===== src/hdl/ral_pkg.sv =====
// shared types, codes and constants of the request admission limiter
package ral_pkg;

  localparam int unsigned RingDepth = 64;
  localparam int unsigned StampW    = 48;
  localparam int unsigned WindowW   = 32;
  localparam int unsigned CountW    = 32;
  localparam int unsigned SumW      = 48;
  localparam int unsigned InFlightW = 16;
  localparam int unsigned RateW     = 7;
  localparam int unsigned CfgIdxW   = 3;
  localparam int unsigned CfgDataW  = 32;

  localparam logic [9:0]         FailStatus     = 10'd400;
  localparam logic [WindowW-1:0] WindowReset    = 32'd60000;
  localparam logic [31:0]        MaxBytesReset  = 32'hFFFF_FFFF;

  typedef enum logic [1:0] {
    OP_REQUEST  = 2'd0,
    OP_COMPLETE = 2'd1,
    OP_RESPONSE = 2'd2,
    OP_NONE     = 2'd3
  } op_e;

  typedef enum logic [2:0] {
    V_OK            = 3'd0,
    V_REQ_TOO_LARGE = 3'd1,
    V_RATE_LIMITED  = 3'd2,
    V_TOO_MANY      = 3'd3,
    V_RESP_TOO_LARGE = 3'd4
  } verdict_e;

  typedef enum logic [CfgIdxW-1:0] {
    CFG_MAX_REQ_PER_WINDOW = 3'd0,
    CFG_WINDOW_LENGTH      = 3'd1,
    CFG_MAX_IN_FLIGHT      = 3'd2,
    CFG_MAX_REQ_BYTES      = 3'd3,
    CFG_MAX_RESP_BYTES     = 3'd4
  } cfg_reg_e;

  // commands from the sequencer to the timestamp ring
  typedef struct packed {
    logic              pop;
    logic              push;
    logic [StampW-1:0] stamp;
  } ring_ctrl_t;

endpackage


===== src/hdl/ral_ring.sv =====
// timestamp ring: one synchronous memory with oldest pointer and fill count
module ral_ring #(
  parameter int unsigned RING_DEPTH = ral_pkg::RingDepth,
  localparam int unsigned PtrW  = (RING_DEPTH > 1) ? $clog2(RING_DEPTH) : 1,
  localparam int unsigned FillW = $clog2(RING_DEPTH + 1)
) (
  input  logic                         clk_i,
  input  logic                         rst_ni,
  input  ral_pkg::ring_ctrl_t          ctrl_i,
  output logic [FillW-1:0]             fill_o,
  output logic [ral_pkg::StampW-1:0]   head_o
);

  logic [PtrW-1:0]            oldest_q, oldest_d, oldest_inc, wr_addr;
  logic [FillW-1:0]           fill_q, fill_d;
  logic [FillW:0]             slot_sum;
  logic                       full;
  logic [ral_pkg::StampW-1:0] ring_mem [RING_DEPTH];
  logic [ral_pkg::StampW-1:0] head_q;

  assign oldest_inc = (oldest_q == PtrW'(RING_DEPTH - 1)) ? '0 : oldest_q + 1'b1;
  assign full       = (fill_q == FillW'(RING_DEPTH));

  // slot after the newest entry, oldest + fill wrapped once
  assign slot_sum = (FillW + 1)'(oldest_q) + (FillW + 1)'(fill_q);
  assign wr_addr  = (slot_sum >= (FillW + 1)'(RING_DEPTH)) ?
                    PtrW'(slot_sum - (FillW + 1)'(RING_DEPTH)) : PtrW'(slot_sum);

  always_comb begin
    oldest_d = oldest_q;
    fill_d   = fill_q;
    if (ctrl_i.pop) begin
      oldest_d = oldest_inc;
      fill_d   = fill_q - 1'b1;
    end else if (ctrl_i.push) begin
      if (full) begin
        oldest_d = oldest_inc;
      end else begin
        fill_d = fill_q + 1'b1;
      end
    end
  end

  always_ff @(posedge clk_i or negedge rst_ni) begin
    if (!rst_ni) begin
      oldest_q <= '0;
      fill_q   <= '0;
    end else begin
      oldest_q <= oldest_d;
      fill_q   <= fill_d;
    end
  end

  // head is read at the next oldest slot so a pop is seen in the registered head in the cycle after it
  always_ff @(posedge clk_i) begin
    if (ctrl_i.push) begin
      ring_mem[wr_addr] <= ctrl_i.stamp;
    end
    head_q <= ring_mem[oldest_d];
  end

  assign fill_o = fill_q;
  assign head_o = head_q;

endmodule


===== config.mk =====
export PLATFORM = sky130hd
export DESIGN_NAME = ral_ring
export DESIGN_NICKNAME = d
export VERILOG_FILES = /design/src/hdl/ral_pkg.sv /design/src/hdl/ral_ring.sv
export SDC_FILE = /design/constraint.sdc
export NUM_CORES = 2
export LEC_CHECK = 0
export BUFFER_PORTS_ARGS = -buffer_cell sky130_fd_sc_hd__buf_2
export CAP_MARGIN = 20
export CORE_MARGIN = 1.5
export CORE_UTILIZATION = 35
export CTS_CLUSTER_DIAMETER = 120
export DETAILED_ROUTE_END_ITERATION = 10
export PLACE_DENSITY = 0.62
export SKIP_CTS_REPAIR_TIMING = 1
export SYNTH_ARGS = -nofsm -noshare
export SYNTH_HDL_FRONTEND = slang
export SYNTH_SLANG_ARGS = --single-unit

===== constraint.sdc =====
create_clock -name clk_i -period 4.15 [get_ports clk_i]
set_clock_uncertainty 0.1 [all_clocks]
set_input_delay 0.83 -clock clk_i [delete_from_list [all_inputs] [get_ports clk_i]]
set_output_delay 0.83 -clock clk_i [all_outputs]
set_load 0.05 [all_outputs]

Word level (Yosys, flattened, before mapping)
Memories as Yosys holds them, arrays and structs flattened. A register that Yosys moved wholly into a read port is not among the register bits.
Index checks and enable logic that the tools add are counted.

operators by class
  add/sub/neg operators = 5
  multipliers = 0
  divide/modulo/power cells = 0
  $lt $le $gt $ge = 1
  equality and inequality tests = 3
  shift operators = 0
  mux-type cells = 10
  bitwise gates (word level) = 0
  reductions and logical operators = 2

operators by type and width
  kind                                                                number
  two-way mux 6 bit                                                   5
  two-way mux 7 bit                                                   3
  adder 6 x 7 -> 8 bit                                                1
  greater-or-equal comparator 8 x 7 -> 1 bit (second input constant)  1
  adder 7 x 1 -> 7 bit (second input constant)                        1
  == test 7 bit (second input constant)                               1
  subtractor 7 x 1 -> 7 bit (second input constant)                   1
  adder 6 x 1 -> 6 bit (second input constant)                        1
  == test 6 bit (second input constant)                               1
  subtractor 6 x 1 -> 6 bit (second input constant)                   1
  two-way mux 1 bit                                                   2
  inequality test 2 bit (second input constant)                       1
  AND reduction 2 bit                                                 1
  nonzero test 2 bit                                                  1

word-level totals
  flip-flop bits (word level) = 13
  latch bits = 0
  RAM bits = 3,072
  bits in read-only memories = 0
  input bits = 52
  output and inout bits = 55
  logic and storage cells = 24
  memories kept = 1

memories
  name      words  bits a word  rd ports  clocked after Yosys merged registers in  wr ports  RTL line        source
  ring_mem  64     48           1         1                                        1         ral_ring.sv:18  logic [ral_pkg::StampW-1:0] ring_mem [RING_DEPTH];

Logic depth before layout (Yosys ltp)
  word-level depth = 5
  depth in mapped cells = 14
  depth with buffers taken out = 10

Worst setup path after synthesis
No wires, ideal clock.

  path kind = reg2reg
  from = register fill_q[0] (netlist: fill_o[0])
  to = memory ring_mem[49][0] in the netlist's numbering (enable)
  library setup time = 0.454 ns
  data arrival time = 4.334 ns
  data required time = 3.596 ns
  path slack = -0.738 ns
  stages on the path, launching flop included = 11
  buffers on the path = 0
  clock period less this slack = 4.888 ns
  cells stage by stage = dfrtp_1 -> ha_1 -> inv_1 -> fa_1 -> inv_1 -> a21o_1 -> a21oi_1 -> xnor2_1 -> nor2b_1 -> nand2_1 -> nor2_1

between the ends
  longest elaborated chain between the ends = 3
  elaborated cells on any way between the ends = 4
  classes of those cells = 2 x add/sub; 1 x order compare; 1 x mux

RTL lines
  element                                                                                         RTL line                        source
  start, declared                                                                                 ral_ring.sv:15                  logic [FillW-1:0] fill_q, fill_d;
  start signal, assigned                                                                          ral_ring.sv:50                  fill_q <= fill_d;
  adder 6 x 7 -> 8 bit (*)                                                                        ral_ring.sv:25                  assign slot_sum = (FillW + 1)'(oldest_q) + (FillW + 1)'(fill_q);
  greater-or-equal comparator 8 x 7 -> 1 bit / subtractor 6 x 1 -> 6 bit (equally long branches)  ral_ring.sv:26, ral_ring.sv:27
  two-way mux 6 bit (*)                                                                           ral_ring.sv:26                  assign wr_addr = (slot_sum >= (FillW + 1)'(RING_DEPTH)) ?
  end, declared                                                                                   ral_ring.sv:18

Every way passes the cells marked *; elsewhere a longest branch is shown, timed or not.

Worst setup path in the final report
  from = register fill_q[2] (netlist: fill_o[2])
  to = register head_q, in the netlist head_o[0] (read register of ring_mem)

between the ends
  longest elaborated chain between the ends = 4

RTL lines
  element            RTL line        source
  == test 7 bit      ral_ring.sv:22  assign full = (fill_q == FillW'(RING_DEPTH));
  two-way mux 6 bit  ral_ring.sv:36  if (full) begin
  two-way mux 6 bit  ral_ring.sv:35  end else if (ctrl_i.push) begin
  two-way mux 6 bit  ral_ring.sv:32  if (ctrl_i.pop) begin
  end, declared      ral_ring.sv:19  logic [ral_pkg::StampW-1:0] head_q;

Every way passes these cells.
A chain may end at the register's enable or synchronous reset.

==> results.sh <==
export IMPL_drt_iter0_markers=11046
export IMPL_drive_above_1_share_pct=17.8
export IMPL_dieArea_um2=354000
export IMPL_io_pins=107
export IMPL_crit_arrival_ns=4.66
export IMPL_synth_most_common_cell="edfxtp_1"
export IMPL_ys_warn_count=0
export IMPL_fmax_mhz=249
export IMPL_total_power_mw=108
export IMPL_power_leakage_nw=47.5
export IMPL_ant_nets=0
export IMPL_crit_path_max_incr_delay_ns=0.58
export IMPL_synth_edff_count=3072
export IMPL_grt_max_degree=116
export IMPL_synth_flop_cell="edfxtp_1"
export IMPL_grt_pass1_vias=71785
export IMPL_clk_latency_ns=0.89
export IMPL_yosysTopAreaCellShare_pct=75.3
export IMPL_slew_limit_headroom_pct=18.4
export IMPL_place_congestion=0.855
export IMPL_path_cells="or4b_4 > o31ai_4 > buf_4 > mux2i_4 > inv_8 > buf_12 > mux4_2 > a32oi_1 > nand3_1 > buf_4 > or4_1"
export IMPL_clk_pin_slew_ns=0.06
export IMPL_layout_nets=8059
export IMPL_synth_ff_latch_count=3133
export IMPL_finalNonFillerCells=12850
export IMPL_critPathTopFamily="simple AND/OR/NAND/NOR gates"
export IMPL_rsz0062_at_grt="false"
export IMPL_critPathKind="flip-flop to flip-flop"
export IMPL_grt_first_pass_wirelength_um=544000
export IMPL_num_vias=74809
export IMPL_die_h_um=595
export IMPL_port_buffer_count=106
export IMPL_root_buffer="clkbuf_16"
export IMPL_antenna_found_initial=50
export IMPL_vias_per_cell=5.82
export IMPL_slowest_stage="or4b_4"
export IMPL_mappedNetlistArea_um2=123000
export IMPL_powerDensity_nw_per_um2=751
export IMPL_worst_slew_pin_slew_ns=1.22
export IMPL_whs_ns=0.152
export IMPL_synthCells=7554
export IMPL_final_max_slew_viol_count=0
export IMPL_drv_cap=0
export IMPL_fin_crit_sh_pct=96.9
export IMPL_wirelength_um=388000
export IMPL_numClockSinks=3133
export IMPL_synthArstFlopShare_pct=0.415
export IMPL_hold_violations=0
export IMPL_numCtsBuffers=310
export IMPL_std_cell_rows=217
export IMPL_worstHoldPathType="input pin to flip-flop"
export IMPL_overflow=0
export IMPL_synth_area_leader_cell="edfxtp_1"
export IMPL_worst_path_max_fanout=30
export IMPL_wl_per_cell_um=30.2
export IMPL_die_x_um=595
export IMPL_ys_top_cells_by_area="edfxtp_1, mux4_2, nand2_1"
export IMPL_start_util_pct=35.1
export IMPL_place_inst=12255
export IMPL_path_common_cell="buf_4"
export IMPL_cp_start_kind="flip-flop"
export IMPL_setup_viol=0
export IMPL_peakVddDrop_uv=701
export IMPL_post_dp_hpwl_um=222000
export IMPL_drc=0
export IMPL_ys_seq_area_share_pct=76.3
export IMPL_fillers=30689
export IMPL_status="completed"
export IMPL_path_buf_inv=4
export IMPL_cts_buffer_depth=4
export IMPL_synth_nets=7619
export IMPL_grtUsageTotal_pct=21.4
export IMPL_core_area_um2=349000
export IMPL_htree_levels=5
export IMPL_period_needed_ns=4.02
export IMPL_ys_types=58
export IMPL_first_pass_iters=7
export IMPL_required_ns=4.79
export IMPL_postSynthAreaPerCell_um2=16.2
export IMPL_cts_tree="built"
export IMPL_netlist_top_cells_count="edfxtp_1, nand2_1, nand3_1"
export IMPL_area_growth_pct=17.2
export IMPL_critPathCaptureType="flip-flop"
flip-flops by register name, indices dropped and copies added (netlist names):
name / cells
head_o: 48
fill_o: 7
oldest_q: 6
ring_mem: 3072
cells by family (layout without fill, tap and decap cells):
kind of cell,count (synthesis),in the layout,synth area share [%]
AOI/OAI and AO/OA,728,728,4.43
other,0,23,0
muxes,538,538,7.91
and+or+nand+nor,2630,2630,9.39
DFF,3133,3133,76.3
buffers and inverters,498,1172,1.71
xor gates and xnor gates,14,14,0.100
adders and majority gates,13,13,0.145
where the power goes:
part | leakage, nW | internal [mW] | switching (mW)
clock | 4.67 | 15.3 | 11.7
combinational | 14.6 | 14.4 | 26.4
sequential | 28.2 | 38.8 | 1.27
cell type report:
class / count / area [µm²] / area share [%]
Inverter: 14 / 81.3 / 0.0566
Clock inverter: 129 / 1020 / 0.713
Tap cell: 4599 / 5750 / 4.01
Multi-Input combinational cell: 3923 / 27600 / 19.2
Sequential cell: 3133 / 93500 / 65.1
Antenna cell: 23 / 57.6 / 0.0401
Clock buffer: 417 / 8490 / 5.91
Timing Repair Buffer: 612 / 7070 / 4.92
cells in the final DEF (no fill, tap or decap), drive strengths merged, types with 10 or more instances in the layout:
master / count
edfxtp: 3072
o2111ai: 14
or4: 48
a31oi: 80
nor2: 81
dfxtp: 48
buf: 611
nand3: 863
and3: 83
o21ai: 11
dfrtp: 13
bufinv: 15
diode: 23
a21oi: 140
nand2: 1491
mux4: 344
a32oi: 150
mux2i: 192
clkinv: 108
a221o: 81
a22oi: 101
xnor2: 10
nand4: 38
clkbuf: 417
inv: 18
o211ai: 81
a221oi: 26
ha: 11
o22ai: 26
path summary, 6_finish.rpt:
kind / cells past startpoint / endpoint / startpoint / slack [ns]
worst min register to register: 3 / fill_o[2] / fill_o[2] / 0.54
worst max register to register: 11 / head_o[0] / fill_o[2] / 0.13
max in group asynchronous: 2 / oldest_q[2] / rst_ni / 3.25
worst min-delay path: 1 / ring_mem[38][32] / ctrl_i[32] / 0.15
worst max-delay path: 11 / head_o[0] / fill_o[2] / 0.13
min in group asynchronous: 2 / oldest_q[0] / rst_ni / 0.40
routing by layer:
layer  share of wire (%)  global-route usage, %  wire length [µm]
met1                  39                   29.3            150000
met2                  46                   33.7            180000
met3                  11                   3.99             41300
met4                 4.3                   8.61             16900
met5               0.012                      0                46
metrics by stage:
stage | utilization, % | setup WS, ns | setup TNS, ns | instance area (µm²)
after floorplan | - | -0.738 | -1913.40 | 123000
after global placement | 38.3 | 0.109 | 0 | 133000
after detailed placement | 38.3 | 0.0806 | 0 | 134000
after CTS | 41.0 | 0.134 | 0 | 143000
after global routing | 41.2 | 0.0131 | 0 | 144000
final | 41.2 | 0.128 | 0 | 144000
No activity file was read; power rests on OpenSTA's default activity.
